`src/rtl/mfr_pkg.sv`:
```
// Package for the message frame receiver: phase type, result kinds, result record.
`default_nettype none
package mfr_pkg;

	typedef enum logic [2:0] {
		PH_FIRST     = 3'd0,
		PH_PREFIX    = 3'd1,
		PH_WS_SECOND = 3'd2,
		PH_WS_EXT16  = 3'd3,
		PH_WS_EXT64  = 3'd4,
		PH_MASK      = 3'd5,
		PH_PAYLOAD   = 3'd6
	} phase_t;

	localparam logic [1:0] KIND_HEADER  = 2'd0;
	localparam logic [1:0] KIND_PAYLOAD = 2'd1;
	localparam logic [1:0] KIND_EMPTY   = 2'd2;
	localparam logic [1:0] KIND_ERROR   = 2'd3;

	localparam logic [1:0] MODE_SHORT = 2'd0;
	localparam logic [1:0] MODE_LONG  = 2'd1;

	localparam logic REG_FRAME_MODE = 1'b0;
	localparam logic REG_MAX_LENGTH = 1'b1;

	localparam logic [7:0] WS_OPCODE_TEXT = 8'h81;
	localparam logic [6:0] WS_LEN_EXT16   = 7'd126;
	localparam logic [6:0] WS_LEN_EXT64   = 7'd127;

	typedef struct packed {
		logic [1:0]  kind;
		logic [7:0]  payload_byte;
		logic        last_of_message;
		logic [31:0] message_length;
	} result_t;

endpackage
`default_nettype wire

```
`src/rtl/mfr_parser.sv`:
```
// Frame parser: header, length, mask and payload state with one result per byte.
`default_nettype none
module mfr_parser #(
	parameter int LENGTH_BITS = 32
) (
	input  wire logic             clk,
	input  wire logic             arst_n,
	input  wire logic             step,
	input  wire logic [7:0]       rx_byte,
	input  wire logic [1:0]       frame_mode,
	input  wire logic [23:0]      max_length,
	output mfr_pkg::result_t      result
);
	import mfr_pkg::*;

	phase_t                 phase_q, phase_n;
	logic [3:0]             cnt_q, cnt_n, cnt_inc;
	logic [31:0]            acc_q, acc_n, acc_shift;
	logic [7:0]             key_q [4];
	logic [7:0]             key_n [4];
	logic [LENGTH_BITS-1:0] rem_q, rem_n, rem_dec;
	logic [1:0]             idx_q, idx_n;
	logic                   do_begin, do_ws_done, over_limit;
	logic [3:0]             need;

	assign cnt_inc   = cnt_q + 4'd1;
	assign acc_shift = {acc_q[23:0], rx_byte};
	assign rem_dec   = rem_q - LENGTH_BITS'(1);
	assign need = (frame_mode == MODE_SHORT) ? 4'd2 : 4'd4;

	always_comb begin
		phase_n    = phase_q;
		cnt_n      = cnt_q;
		acc_n      = acc_q;
		key_n      = key_q;
		rem_n      = rem_q;
		idx_n      = idx_q;
		do_begin   = 1'b0;
		do_ws_done = 1'b0;
		result     = '0;
		result.kind = KIND_HEADER;

		case (phase_q)
			PH_PREFIX: begin
				acc_n = acc_shift;
				cnt_n = cnt_inc;
				if (cnt_inc >= need) begin
					if (|(acc_shift >> LENGTH_BITS)) begin
						phase_n     = PH_FIRST;
						cnt_n       = 4'd0;
						result.kind = KIND_ERROR;
					end else begin
						key_n    = '{default: 8'd0};
						do_begin = 1'b1;
					end
				end
			end
			PH_WS_SECOND: begin
				if (!rx_byte[7]) begin
					phase_n     = PH_FIRST;
					cnt_n       = 4'd0;
					result.kind = KIND_ERROR;
				end else begin
					cnt_n = 4'd0;
					acc_n = 32'd0;
					if (rx_byte[6:0] == WS_LEN_EXT16) begin
						phase_n = PH_WS_EXT16;
					end else if (rx_byte[6:0] == WS_LEN_EXT64) begin
						phase_n = PH_WS_EXT64;
					end else begin
						acc_n      = {25'd0, rx_byte[6:0]};
						do_ws_done = 1'b1;
					end
				end
			end
			PH_WS_EXT16: begin
				acc_n = {16'd0, acc_shift[15:0]};
				cnt_n = cnt_inc;
				do_ws_done = (cnt_inc >= 4'd2);
			end
			PH_WS_EXT64: begin
				if (cnt_q < 4'd4 && rx_byte != 8'd0) begin
					phase_n     = PH_FIRST;
					cnt_n       = 4'd0;
					result.kind = KIND_ERROR;
				end else begin
					if (cnt_q >= 4'd4) begin
						acc_n = acc_shift;
					end
					cnt_n      = cnt_inc;
					do_ws_done = (cnt_inc >= 4'd8);
				end
			end
			PH_MASK: begin
				key_n[cnt_q[1:0]] = rx_byte;
				cnt_n    = cnt_inc;
				do_begin = (cnt_inc >= 4'd4);
			end
			PH_PAYLOAD: begin
				idx_n = idx_q + 2'd1;
				rem_n = rem_dec;
				result.kind            = KIND_PAYLOAD;
				result.payload_byte    = rx_byte ^ key_q[idx_q];
				result.last_of_message = (rem_dec == '0);
				result.message_length  = acc_q;
				if (rem_dec == '0) begin
					phase_n = PH_FIRST;
					cnt_n   = 4'd0;
				end
			end
			default: begin
				cnt_n = 4'd0;
				if (frame_mode == MODE_SHORT || frame_mode == MODE_LONG) begin
					acc_n   = {24'd0, rx_byte};
					cnt_n   = 4'd1;
					phase_n = PH_PREFIX;
				end else if (rx_byte == WS_OPCODE_TEXT) begin
					phase_n = PH_WS_SECOND;
				end else begin
					phase_n     = PH_FIRST;
					result.kind = KIND_ERROR;
				end
			end
		endcase

		over_limit = |(acc_n >> LENGTH_BITS);

		if (do_ws_done) begin
			if (acc_n > {8'd0, max_length} || over_limit) begin
				phase_n     = PH_FIRST;
				cnt_n       = 4'd0;
				result.kind = KIND_ERROR;
			end else begin
				phase_n = PH_MASK;
				cnt_n   = 4'd0;
			end
		end

		if (do_begin) begin
			if (acc_n == 32'd0) begin
				phase_n     = PH_FIRST;
				cnt_n       = 4'd0;
				result.kind = KIND_EMPTY;
			end else begin
				rem_n   = acc_n[LENGTH_BITS-1:0];
				idx_n   = 2'd0;
				cnt_n   = 4'd0;
				phase_n = PH_PAYLOAD;
			end
		end
	end

	always_ff @(posedge clk or negedge arst_n) begin
		if (!arst_n) begin
			phase_q <= PH_FIRST;
			cnt_q   <= 4'd0;
			acc_q   <= 32'd0;
			key_q   <= '{default: 8'd0};
			rem_q   <= '0;
			idx_q   <= 2'd0;
		end else if (step) begin
			phase_q <= phase_n;
			cnt_q   <= cnt_n;
			acc_q   <= acc_n;
			key_q   <= key_n;
			rem_q   <= rem_n;
			idx_q   <= idx_n;
		end
	end

endmodule
`default_nettype wire

```
`src/rtl/message_frame_receiver.sv`:
```
// Top level of the message frame receiver: ports, configuration, input and result stages.
//
//  Channel  Direction  Signals                          Contents
//  s_*      in         s_tvalid s_tready s_tdata[7:0]   received byte
//  m_*      out        m_tvalid m_tready m_tdata m_tuser m_tlast  one result per byte
//  cfg_*    in         cfg_wr_en cfg_index cfg_wdata    register writes
//
// Every byte produces exactly one result, and one byte is taken per clock cycle unless stalled.
// From the input transaction a byte passes through the input stage, then the result register.
// The parser state advances when the input stage moves into the result register.
// A stalled result register holds the input stage; the input accepts while that stage is
// empty or moving on.
// Reset returns the parser to waiting for the first header byte and restores the registers.
`default_nettype none
module message_frame_receiver #(
	parameter int LENGTH_BITS = 32
) (
	input  wire logic        clk,
	input  wire logic        arst_n,
	input  wire logic        s_tvalid,
	output logic             s_tready,
	input  wire logic [7:0]  s_tdata,   // [7:0] rx_byte
	output logic             m_tvalid,
	input  wire logic        m_tready,
	output logic [39:0]      m_tdata,   // [7:0] payload_byte, [39:8] message_length
	output logic [1:0]       m_tuser,   // [1:0] kind
	output logic             m_tlast,
	input  wire logic        cfg_wr_en,
	input  wire logic        cfg_index,
	input  wire logic [23:0] cfg_wdata
);
	import mfr_pkg::*;

	logic [1:0]  frame_mode_q;
	logic [23:0] max_length_q;
	logic        valid_s1;
	logic [7:0]  byte_s1;
	logic        valid_s2;
	result_t     result_s2;
	result_t     result;
	logic        out_free;
	logic        step;

	assign out_free = !valid_s2 || m_tready;
	assign s_tready = !valid_s1 || out_free;
	assign step     = valid_s1 && out_free;

	always_ff @(posedge clk or negedge arst_n) begin
		if (!arst_n) begin
			frame_mode_q <= 2'd2;
			max_length_q <= 24'hffffff;
		end else if (cfg_wr_en) begin
			if (cfg_index == REG_FRAME_MODE) begin
				frame_mode_q <= cfg_wdata[1:0];
			end else if (cfg_index == REG_MAX_LENGTH) begin
				max_length_q <= cfg_wdata;
			end
		end
	end

	always_ff @(posedge clk or negedge arst_n) begin
		if (!arst_n) begin
			valid_s1 <= 1'b0;
			valid_s2 <= 1'b0;
		end else begin
			if (s_tready) begin
				valid_s1 <= s_tvalid;
			end
			if (out_free) begin
				valid_s2 <= valid_s1;
			end
		end
	end

	always_ff @(posedge clk) begin
		if (s_tready && s_tvalid) begin
			byte_s1 <= s_tdata;
		end
		if (step) begin
			result_s2 <= result;
		end
	end

	mfr_parser #(
		.LENGTH_BITS(LENGTH_BITS)
	) u_parser (
		.clk        (clk),
		.arst_n     (arst_n),
		.step       (step),
		.rx_byte    (byte_s1),
		.frame_mode (frame_mode_q),
		.max_length (max_length_q),
		.result     (result)
	);

	assign m_tvalid = valid_s2;
	assign m_tdata  = {result_s2.message_length, result_s2.payload_byte};
	assign m_tuser  = result_s2.kind;
	assign m_tlast  = result_s2.last_of_message;

	a_last_only_payload: assert property (@(posedge clk) disable iff (!arst_n)
		m_tvalid && m_tlast |-> m_tuser == KIND_PAYLOAD)
		else $error("last flag on a non-payload result");

	a_quiet_non_payload: assert property (@(posedge clk) disable iff (!arst_n)
		m_tvalid && m_tuser != KIND_PAYLOAD |-> m_tdata == 40'd0 && !m_tlast)
		else $error("non-payload result carries data");

	a_s1_held: assert property (@(posedge clk) disable iff (!arst_n)
		valid_s1 && !out_free |=> valid_s1 && $stable(byte_s1))
		else $error("input stage lost a byte under backpressure");

endmodule
`default_nettype wire

```
`config.mk`:
```
export PLATFORM = sky130hd
export DESIGN_NAME = message_frame_receiver
export DESIGN_NICKNAME = d
export VERILOG_FILES = /design/src/rtl/mfr_pkg.sv /design/src/rtl/mfr_parser.sv /design/src/rtl/message_frame_receiver.sv
export SDC_FILE = /design/constraint.sdc
export NUM_CORES = 1
export LEC_CHECK = 0
export BUFFER_PORTS_ARGS = -buffer_cell sky130_fd_sc_hd__buf_4
export CORE_MARGIN = 3
export CORE_UTILIZATION = 45
export DETAILED_ROUTE_END_ITERATION = 7
export PLACE_DENSITY = 0.71
export SLEW_MARGIN = 5
export SYNTH_ARGS = -nofsm -noshare
export SYNTH_HDL_FRONTEND = slang
export SYNTH_SLANG_ARGS = --single-unit
```
`constraint.sdc`:
```
create_clock -name clk -period 3.6 [get_ports clk]
set_clock_uncertainty 0.15 [all_clocks]
set_input_delay 1.08 -clock clk [delete_from_list [all_inputs] [get_ports clk]]
set_output_delay 1.08 -clock clk [all_outputs]
set_load 0.005 [all_outputs]
```
# Word-level counts from Yosys, hierarchy flattened
# Cells that the tools add are included.
# W data, S select, Z words.
dict set report op_classes {
  n_reduce_logical 21
  n_addsub 3
  eq_ne 15
  mux 56
  n_bitwise 4
  order_cmp 10
}
# operator n
set ops {}
lappend ops {{$mux W32} 9}
lappend ops {{$pmux W32 S5} 1}
lappend ops {{$logic_not A32 Y1} 2}
lappend ops {{$pmux W32 S2} 1}
lappend ops {{$mux W3} 11}
lappend ops {{$bwmux W32} 1}
lappend ops {{$gt A32 B24 Y1} 1}
lappend ops {{$sub A32 B1 Y32 const B} 1}
lappend ops {{$mux W2} 12}
lappend ops {{$mux W8} 3}
lappend ops {{$bmux W8 S2} 1}
lappend ops {{$demux W8 S2} 1}
lappend ops {{$mux W4} 4}
lappend ops {{$pmux W4 S4} 1}
lappend ops {{$eq A7 B7 Y1 const B} 2}
lappend ops {{$pmux W3 S4} 1}
lappend ops {{$eq A3 B3 Y1 const B} 3}
lappend ops {{$eq A8 B8 Y1 const B} 1}
lappend ops {{$ge A4 B3 Y1 const B} 2}
lappend ops {{$ne A4 B1 Y1 const B} 2}
lappend ops {{$pmux W2 S4} 1}
lappend ops {{$reduce_bool A8 Y1} 1}
lappend ops {{$xor A8 B8 Y8} 1}
lappend ops {{$mux W7} 1}
lappend ops {{29 further kinds} 45}
dict set report word_totals {
  word_cells 127
  ff_bits 184
  inputBits 38
  output_inout_bits 45
}

# Logic depth before layout (Yosys ltp)
# Gate-level depths: netlist (run 1).
dict set report logic_depth {
  depth_word 10
  ltp_mapped 17
  ltp_nobuf 15
}

# By module
# A second synthesis (run 1) with hierarchy kept.
dict set report unflattened {
  hier_cells 1106
  area_unflattened_um2 10726.5
}
# module seq_area_each_um2 n_inst cells_each area_per_inst_um2
set modules_own_cells {}
lappend modules_own_cells {mfr_parser 2627.5 1 991 8021.4}
lappend modules_own_cells {message_frame_receiver 2263.4 1 115 2705.1}

# Worst setup path after synthesis (run 1)
# Ideal clock, no wire load.
dict set report synth_path {
  kind {input to register}
  from {input m_tready}
  to {register result_s2 (netlist bit m_tdata[0]) (enable)}
  setup_ns 0.424
  required_ns 3.026
  cell_stages 5
  path_slack_ns -0.077
  path_buffers 2
  t_arrival_ns 3.103
  cell_sequence {nand2b_1 nand2_1 clkinv_1 clkbuf_1 buf_1}
}
dict set report synth_between {
  elab_chain_cells 2
}
# element line_no
set synth_lines {}
lappend synth_lines {{start, declared} message_frame_receiver.sv:24} ;# input wire logic m_tready,
lappend synth_lines {{$logic_or A1 B1 Y1} message_frame_receiver.sv:44} ;# assign out_free = !valid_s2 || m_tready;
lappend synth_lines {{$logic_and A1 B1 Y1} message_frame_receiver.sv:46} ;# assign step = valid_s1 && out_free;
lappend synth_lines {{net step} message_frame_receiver.sv:42} ;# logic step;
lappend synth_lines {{end signal, assigned} message_frame_receiver.sv:80} ;# result_s2 <= result;
lappend synth_lines {{end, declared} message_frame_receiver.sv:39} ;# result_t result_s2;
# The timed path passes the listed nets, and every way through them passes these cells.
# A chain may end at the register's enable or synchronous reset.

==> results of run 1 <==
## cells in the mapped netlist, types with 9 or more instances
cell type	n	share of area, %
nor3_1	18	0.87
ha_1	32	3.9
a21oi_1	37	1.8
o21ai_1	11	0.53
inv_1	50	1.8
edfxtp_1	51	15
and2_1	43	2.6
mux2i_1	10	0.97
nand2_1	100	3.6
buf_2	9	0.44
nor2_1	54	2.0
nor4_1	17	1.0
mux2_2	31	3.4
o22ai_1	9	0.55
a211oi_1	16	1.2
or3_1	10	0.61
dfrtp_1	108	26
dfstp_2	25	6.4
clkbuf_1	44	1.6
nand3_1	25	1.2
nand4_1	13	0.79
o21ai_0	33	1.6
xnor2_1	17	1.4
nand2b_1	10	0.61
a22o_1	46	3.9
a22oi_1	17	1.2
## cell families (layout without fill, tap and decap cells)
family | Yosys count | in the layout | synth area share [%]
AOI/OAI and AO/OA | 251 | 251 | 18.25
and+or+nand+nor | 346 | 346 | 17.85
muxes | 49 | 49 | 6.097
adders and majority gates | 32 | 32 | 3.879
DFF | 184 | 184 | 47.38
buffers and inverters | 117 | 270 | 4.921
xor gates and xnor gates | 19 | 19 | 1.612
## critical path, stage by stage, from the launching register on
cell,delay [ns]
dfrtp_2,0.45
buf_6,0.14
nor4bb_4,0.15
o21ai_1,0.10
nand2b_1,0.12
or2_4,0.30
a22o_1,0.29
ha_1,0.29
nand2_1,0.10
nor4_2,0.28
and2_4,0.18
or3_1,0.11
a21oi_2,0.04
o21a_1,0.21
or3_1,0.37
## per-stage QoR
step | setup TNS [ns] | hold WS (ns) | std cells | area [um^2]
global placement | -0.03639 | 0.3274 | 1392 | 11760
floorplan | 0 | 0.3072 | 998 | 10330
finish | 0 | 0.3506 | 1431 | 12580
global route | -0.1619 | 0.3558 | 1431 | 12580
detailed placement | -0.07807 | 0.3316 | 1392 | 11760
CTS | 0 | 0.3496 | 1424 | 12380
## sequential cells by signal, indices dropped and copies added (netlist names), 2 cells and up
| name | count |
|---|---|
| max_length_q | 24 |
| u_parser.phase_q | 3 |
| u_parser.cnt_q | 4 |
| u_parser.rem_q | 32 |
| u_parser.acc_q | 32 |
| u_parser.key_q | 32 |
| m_tdata | 40 |
| byte_s1 | 8 |
| u_parser.idx_q | 2 |
| m_tuser | 2 |
| frame_mode_q | 2 |
## layout make-up
class                   count  area (um^2)
inverters                  52        195.2
flip-flops and latches    184         4893
repair buffers            186         1454
multi-input cells         697         5087
clock inverters            13        161.4
well taps                 280        350.3
clock buffers              19        442.9
fillers                  1928         9577
## report_power, final
group	switching, uW	internal, uW	total [uW]
Sequential	689	2650	3340
Combinational	2440	1990	4440
Clock	870	1060	1940
## worst paths after layout
| kind | cells after the start | slack, ns | from | end |
|---|---|---|---|---|
| max in group asynchronous | 2 | 2.10 | arst_n | max_length_q[19] |
| min reg2reg | 1 | 0.35 | u_parser.key_q[17] | u_parser.key_q[17] |
| min | 1 | 0.35 | u_parser.key_q[17] | u_parser.key_q[17] |
| max reg2reg | 14 | 0.04 | u_parser.phase_q[1] | m_tuser[0] |
| min in group asynchronous | 1 | 0.45 | arst_n | u_parser.key_q[3] |
| max | 14 | 0.04 | u_parser.phase_q[1] | m_tuser[0] |
## what timing repair did
| item | CTS | global route |
|---|---|---|
| hold endpoints to repair | 0 | 0 |
| endpoints found under the setup margin | 3 | 7 |
| pin swaps | 0 | 10 |
| gates resized for setup | 6 | 33 |
| setup buffers | 0 | 7 |
## per-layer routing
| metal | share of wire [%] | wire (um) |
|---|---|---|
| met1 | 45 | 13580 |
| met2 | 43 | 13090 |
| met4 | 2.8 | 853 |
| met3 | 9.0 | 2719 |
| met5 | 0 | 0 |
==> flow_metrics.env, run 1 <==
export IMPL_criticalPathCategory="register to register"
export IMPL_post_route_period_util_pct=98.76
export IMPL_ioPinCount=83
export IMPL_p_total_uw=9714
export IMPL_cts_buffer_depth=2
export IMPL_peakVddDrop_uv=405.0
export IMPL_start_util_pct=46.58
export IMPL_leakage_uw=0.005458
export IMPL_cp_arrival_ns=3.58
export IMPL_synth_edf_count=51
export IMPL_synth_seq_area_share_pct=47.38
export IMPL_status="completed"
export IMPL_yosys_warnings=0
export IMPL_port_buffers=82
export IMPL_die_w_um=157.5
export IMPL_p_per_area_nw_per_um2=771.9
export IMPL_area_growth_pct=21.92
export IMPL_final_hold_violation_count=0
export IMPL_drc=0
export IMPL_worst_slew_pin_slew_ns=0.7752
export IMPL_clk_insertion_delay_late_ns=0.44
export IMPL_grt_usage_pct=24.78
export IMPL_place_congestion=0.9607
export IMPL_final_util_pct=56.79
export IMPL_slew_viol_final=0
export IMPL_async_reset_ff_share_pct=72.28
export IMPL_rsz0062_at_grt="yes"
export IMPL_core_um2=22160
export IMPL_met3_usage_pct=7.121
export IMPL_cts_htree_levels=4
export IMPL_endpoint_kind="register"
export IMPL_maxCapViolCount=0
export IMPL_fmax_mhz=281.3
export IMPL_drtIter0Drc=842
export IMPL_dp_hpwl_um=22340
export IMPL_fp_dieH_um=157.5
export IMPL_layout_setup_ws_ns=0.04463
export IMPL_grt_pass1_vias=8350
export IMPL_grtUsageMet1_pct=35.75
export IMPL_cts_tree="done"
export IMPL_setup_viol=0
export IMPL_clk_pin_slew_ns=0.08
export IMPL_viasPerCell=6.069
export IMPL_min_path_type="register to register"
export IMPL_grt_first_pass_wirelength_um=47320
export IMPL_ys_types=94
export IMPL_relSlewSlack_pct=47.97
export IMPL_nNetsFinal=1208
export IMPL_final_common_cell="buf_4"
export IMPL_ant_nets=0
export IMPL_dpl_worst_slack_ns=-0.07807
export IMPL_ctsHoldBuffers=0
export IMPL_synth_net_count=1068
export IMPL_synth_seq_cells=184
export IMPL_syn_inst=998
export IMPL_diodes=0
export IMPL_layout_drive_gt1_share_pct=30.58
export IMPL_first_pass_iters=6
export IMPL_grt_max_degree=66
export IMPL_wl_per_cell_um=21.13
export IMPL_wl_um=30230
export IMPL_dieArea_um2=24790
export IMPL_cts_sinks=184
export IMPL_root_buffer="clkbuf_16"
export IMPL_grt_overflow_total=0
export IMPL_required_ns=3.63
export IMPL_ys_flop_type="dfrtp_1"
export IMPL_top_usage_layer="met2"
export IMPL_synth_area_per_cell_um2=10.34
export IMPL_met2_usage_pct=36.22
export IMPL_std_cell_rows=54
export IMPL_mostFrequentLayoutCells="buf_4 (180), dfrtp_1 (106), nand2_1 (97), nor2_1 (52), edfxtp_1 (51)"
export IMPL_start_kind="register"
export IMPL_antenna_found_initial=0
export IMPL_cp_max_fo=6
export IMPL_via_count=8685
export IMPL_numCtsBuffers=17
export IMPL_finalCriticalPeriod_ns=3.555
export IMPL_syn_area_um2=10320
Note: power is estimated with default switching activity, not from simulation.
==> run 2: changes to the inputs <==
--- a/config.mk
+++ b/config.mk
@@ -10,6 +10,7 @@
 export CORE_UTILIZATION = 45
 export DETAILED_ROUTE_END_ITERATION = 7
 export PLACE_DENSITY = 0.71
+export REMOVE_ABC_BUFFERS = 1
 export SLEW_MARGIN = 5
 export SYNTH_ARGS = -nofsm -noshare
 export SYNTH_HDL_FRONTEND = slang
==> flow_metrics.env, run 2 (synthesis results as in run 1) <==
export IMPL_post_route_period_util_pct=97.29
export IMPL_place_congestion=1.015
export IMPL_nNetsFinal=1197
export IMPL_std_cell_rows=54
export IMPL_largest_reg_flops=40
export IMPL_first_pass_iters=6
export IMPL_numCtsBuffers=17
export IMPL_diodes=0
export IMPL_final_common_cell="buf_4"
export IMPL_die_w_um=157.5
export IMPL_status="completed"
export IMPL_met2_usage_pct=35.06
export IMPL_p_per_area_nw_per_um2=779.4
export IMPL_cts_htree_levels=4
export IMPL_via_count=8820
export IMPL_dieArea_um2=24790
export IMPL_layout_setup_ws_ns=0.09764
export IMPL_grt_first_pass_wirelength_um=46460
export IMPL_endpoint_kind="register"
export IMPL_totalNegativeSetupSlack_ns=0
export IMPL_final_hold_violation_count=0
export IMPL_clk_pin_slew_ns=0.09
export IMPL_maxCapViolCount=0
export IMPL_wl_per_cell_um=21.18
export IMPL_core_um2=22160
export IMPL_ioPinCount=83
export IMPL_criticalPathCategory="register to register"
export IMPL_fin_area_um2=12580
export IMPL_start_kind="register"
export IMPL_dpl_worst_slack_ns=-0.02851
export IMPL_ctsHoldBuffers=0
export IMPL_ant_nets=0
export IMPL_hold_ws_ns=0.3516
export IMPL_dpl_cell_area_um2=11620
export IMPL_min_path_type="register to register"
export IMPL_p_total_uw=9806
export IMPL_nFillCells=1892
export IMPL_wl_um=30070
export IMPL_met3_usage_pct=5.856
export IMPL_fp_dieH_um=157.5
export IMPL_slew_viol_final=0
export IMPL_cts_tree="done"
export IMPL_layout_drive_gt1_share_pct=30.18
export IMPL_area_growth_pct=21.88
export IMPL_grt_overflow_total=0
export IMPL_fmax_mhz=285.5
export IMPL_cp_arrival_ns=3.55
export IMPL_worstSetupEndpoint="m_tuser[0]"
export IMPL_regToRegStartpoint="u_parser.phase_q[0]"
export IMPL_port_buffers=82
export IMPL_finalCriticalPeriod_ns=3.502
export IMPL_peakVddDrop_uv=454.4
export IMPL_regToRegEndpoint="m_tuser[0]"
export IMPL_grtUsageMet1_pct=35.30
export IMPL_viasPerCell=6.211
export IMPL_mostFrequentLayoutCells="buf_4 (167), dfrtp_1 (106), nand2_1 (98), nor2_1 (51), edfxtp_1 (51)"
export IMPL_leakage_uw=0.005429
export IMPL_start_util_pct=46.58
export IMPL_required_ns=3.64
export IMPL_cts_sinks=184
export IMPL_reg2reg_slack_ns=0.1
export IMPL_grt_usage_pct=24.22
export IMPL_setup_viol=0
export IMPL_relSlewSlack_pct=46.35
export IMPL_cp_max_fo=12
export IMPL_worst_slew_pin_slew_ns=0.8018
export IMPL_root_buffer="clkbuf_16"
export IMPL_top_usage_layer="met1"
export IMPL_antenna_found_initial=1
export IMPL_grt_pass1_vias=8376
export IMPL_dp_hpwl_um=21720
export IMPL_drtIter0Drc=1070
export IMPL_drc=0
export IMPL_clk_insertion_delay_late_ns=0.45
export IMPL_r2r_worst_path_cells=14
export IMPL_grt_max_degree=66
export IMPL_cts_buffer_depth=2
export IMPL_startpoint="u_parser.phase_q[0]"
-- run 2: repair_timing --
| action | CTS | global route |
|---|---|---|
| resized for setup | 3 | 44 |
| gates cloned | 0 | 1 |
| setup endpoints to repair | 1 | 22 |
| pin swaps | 0 | 18 |
| setup buffers | 0 | 11 |
-- run 2: worst min path at each step --
stage / start / end / slack (ns) / cells past startpoint
after detailed placement: u_parser.key_q[31] / u_parser.key_q[31] / 0.33 / 1
after global routing: u_parser.key_q[1] / u_parser.key_q[1] / 0.36 / 1
final: u_parser.key_q[0] / u_parser.key_q[0] / 0.35 / 1
after global placement: u_parser.key_q[29] / u_parser.key_q[29] / 0.33 / 1
after floorplan: valid_s1 / m_tvalid / 0.31 / 1
after CTS: u_parser.key_q[23] / u_parser.key_q[23] / 0.35 / 1
-- run 2: per-layer routing --
metal / part of all wire, % / routed length, um / vias up
li1: - / - / 3970
met1: 44 / 13110 / 4237
met2: 43 / 12810 / 520
met3: 9.8 / 2945 / 91
met4: 4.0 / 1199 / 2
met5: 0.033 / 10 / -
-- run 2: metrics by stage --
stage	utilization (%)	instances
2_1_floorplan	-	933
3_3_place_gp	52.45	1376
3_5_place_dp	52.45	1376
4_1_cts	55.36	1408
5_1_grt	56.77	1420
6_report	56.77	1420
-- run 2: worst max-delay path, stage by stage (launching register included) --
cell       delay [ns]
dfrtp_1          0.39
o21bai_4         0.19
mux2i_2          0.21
a221oi_4         0.11
buf_6            0.14
clkbuf_16        0.16
a22o_1           0.24
ha_1             0.32
nand4_1          0.17
nor4_1           0.24
and2_1           0.18
or3_4            0.13
a21oi_2          0.03
o21a_1           0.21
or3_1            0.38
-- run 2: report_power, final --
| part | switching, uW | internal [uW] |
|---|---|---|
| logic | 2470 | 2020 |
| clock network | 966 | 1010 |
| registers | 696 | 2650 |
-- run 2: layout make-up --
class	instances	area, um^2	area share, %
clock inverters	15	203.9	1.621
multi-input cells	697	5129	40.77
inverters	52	195.2	1.551
repair buffers	175	1384	11.00
flip-flops and latches	184	4893	38.90
well taps	280	350.3	2.785
clock buffers	17	425.4	3.381
==> run 3: changes to the inputs <==
==> constraint.sdc (replaced) <==
create_clock -name clk -period 3.6 [get_ports clk]
set_clock_uncertainty 0.15 [all_clocks]
set_input_delay 0.36 -clock clk [delete_from_list [all_inputs] [get_ports clk]]
set_output_delay 0.36 -clock clk [all_outputs]
set_load 0.005 [all_outputs]
==> flow_metrics.env, run 3 (synthesis results as in run 1) <==
export IMPL_status="completed"
export IMPL_mostFrequentLayoutCells="buf_4 (171), dfrtp_1 (106), nand2_1 (97), nor2_1 (52), edfxtp_1 (51)"
export IMPL_relSlewSlack_pct=37.73
export IMPL_p_seq_share_pct=34.1
export IMPL_port_buffers=82
export IMPL_wl_um=30030
export IMPL_whs_endpoint="max_length_q[17]"
export IMPL_viasPerCell=6.055
export IMPL_dpl_worst_slack_ns=-0.04355
export IMPL_p_comb_share_pct=46.7
export IMPL_endpoint_kind="register"
export IMPL_slowest_stage="dfrtp_2"
export IMPL_fin_cells=1455
export IMPL_cpPeakStageDelay_ns=0.45
export IMPL_leakage_uw=0.005570
export IMPL_diodes=0
export IMPL_post_route_period_util_pct=97.30
export IMPL_std_cell_rows=54
export IMPL_nNetsFinal=1232
export IMPL_area_growth_pct=24.86
export IMPL_cp_cell_sequence="buf_4, mux2i_4, a221oi_4, buf_4, clkbuf_16, a21o_1, ha_1, nand2_1, nor4_4, buf_4, a221oi_2, a21oi_2, o21a_1, or3_1"
export IMPL_final_hold_violation_count=0
export IMPL_cts_tree="done"
export IMPL_clkPwrFrac_pct=19.2
export IMPL_cts_htree_levels=4
export IMPL_first_pass_iters=5
export IMPL_layout_setup_ws_ns=0.09713
export IMPL_antenna_found_initial=0
export IMPL_drtIter0Drc=847
export IMPL_cts_buffer_depth=2
export IMPL_ioPinCount=83
export IMPL_peakVddDrop_uv=491.7
export IMPL_p_per_area_nw_per_um2=757.0
export IMPL_criticalPathCategory="register to register"
export IMPL_path_buf_inv=4
export IMPL_drc=0
export IMPL_rsz0062_at_grt="yes"
export IMPL_finalCriticalPeriod_ns=3.503
export IMPL_grt_first_pass_wirelength_um=47270
export IMPL_maxCapViolCount=0
export IMPL_clk_insertion_delay_late_ns=0.45
export IMPL_grt_usage_pct=24.64
export IMPL_fp_dieH_um=157.5
export IMPL_clk_pin_slew_ns=0.08
export IMPL_sw_frac_of_total_pct=41.95
export IMPL_place_congestion=0.9832
export IMPL_ant_nets=0
export IMPL_dpl_cell_area_um2=11650
export IMPL_start_kind="register"
export IMPL_final_common_cell="buf_4"
export IMPL_layout_drive_gt1_share_pct=29.45
export IMPL_r2r_worst_path_cells=14
export IMPL_fmax_mhz=285.5
export IMPL_start_util_pct=46.58
export IMPL_internal_power_uw=5664
export IMPL_cp_arrival_ns=3.54
export IMPL_slew_viol_final=0
export IMPL_cp_max_fo=12
export IMPL_setup_viol=0
export IMPL_whs_path_depth=2
export IMPL_wl_per_cell_um=20.64
export IMPL_p_switching_uw=4092
export IMPL_placed_cells=1379
export IMPL_cts_sinks=184
export IMPL_die_w_um=157.5
export IMPL_fin_area_um2=12890
export IMPL_root_buffer="clkbuf_16"
export IMPL_numCtsBuffers=17
export IMPL_dp_hpwl_um=21530
export IMPL_largest_reg_flops=40
export IMPL_crit_family="compound AO/OA/AOI/OAI gates"
export IMPL_core_um2=22160
export IMPL_dieArea_um2=24790
export IMPL_hold_ws_ns=0.009056
export IMPL_grt_pass1_vias=8315
export IMPL_final_util_pct=58.16
export IMPL_cp_common_cell="buf_4"
export IMPL_grt_overflow_total=0
export IMPL_worst_slew_pin_slew_ns=0.9317
export IMPL_min_path_type="input pin to register"
export IMPL_via_count=8810
export IMPL_regToRegEndpoint="m_tuser[0]"
export IMPL_min_delay_start="cfg_wdata[17]"
export IMPL_reg2reg_slack_ns=0.1
export IMPL_regToRegStartpoint="u_parser.phase_q[2]"
export IMPL_required_ns=3.64
export IMPL_grt_max_degree=61
==> run 3: cell type report <==
cell class	instances	area, um^2
clock inverter	15	161.4
timing repair buffer	210	1715
inverter	52	195.2
multi-input combinational	697	5147
clock buffer	17	425.4
fill	1846	9273
tap	280	350.3
sequential	184	4893
==> run 3: worst max path at each step <==
stage | start | endpoint | cells past startpoint
6_report | u_parser.phase_q[2] | m_tuser[0] | 14
5_1_grt | u_parser.phase_q[2] | u_parser.phase_q[2] | 15
4_1_cts | u_parser.phase_q[0] | m_tuser[0] | 14
3_5_place_dp | u_parser.phase_q[1] | m_tuser[0] | 14
3_3_place_gp | u_parser.phase_q[0] | m_tuser[0] | 15
2_1_floorplan | m_tready | u_parser.rem_q[20] | 6
==> run 3: timing repair <==
item | 4_1_cts | 5_1_grt
hold buffers | 33 | 0
setup buffers | 0 | 10
setup endpoints to repair | 1 | 4
pin swaps | 0 | 13
endpoints found under the hold margin | 90 | 0
resized for setup | 2 | 45
cloned | 0 | 1
==> run 3: power groups by stage <==
stage	registers (uW)	clock network [uW]	logic [uW]
global route	3380	1980	4920
global placement	3320	0	3990
detailed placement	3320	0	4050
floorplan	3180	0	2350
finish	3330	1870	4560
CTS	3290	1890	4100
==> run 3: per-stage QoR <==
step           TNS (ns)  total power [uW]
6_report              0              9756
5_1_grt        -0.04265             10280
4_1_cts               0              9286
3_5_place_dp   -0.04355              7371
3_3_place_gp          0              7310
2_1_floorplan    -66.17              5527
==> run 3: metal layers <==
metal | track usage [%] | wire length (um)
met5 | 0 | 0
met4 | 9.504 | 821
met3 | 3.877 | 2572
met2 | 36.45 | 13160
met1 | 36.46 | 13480
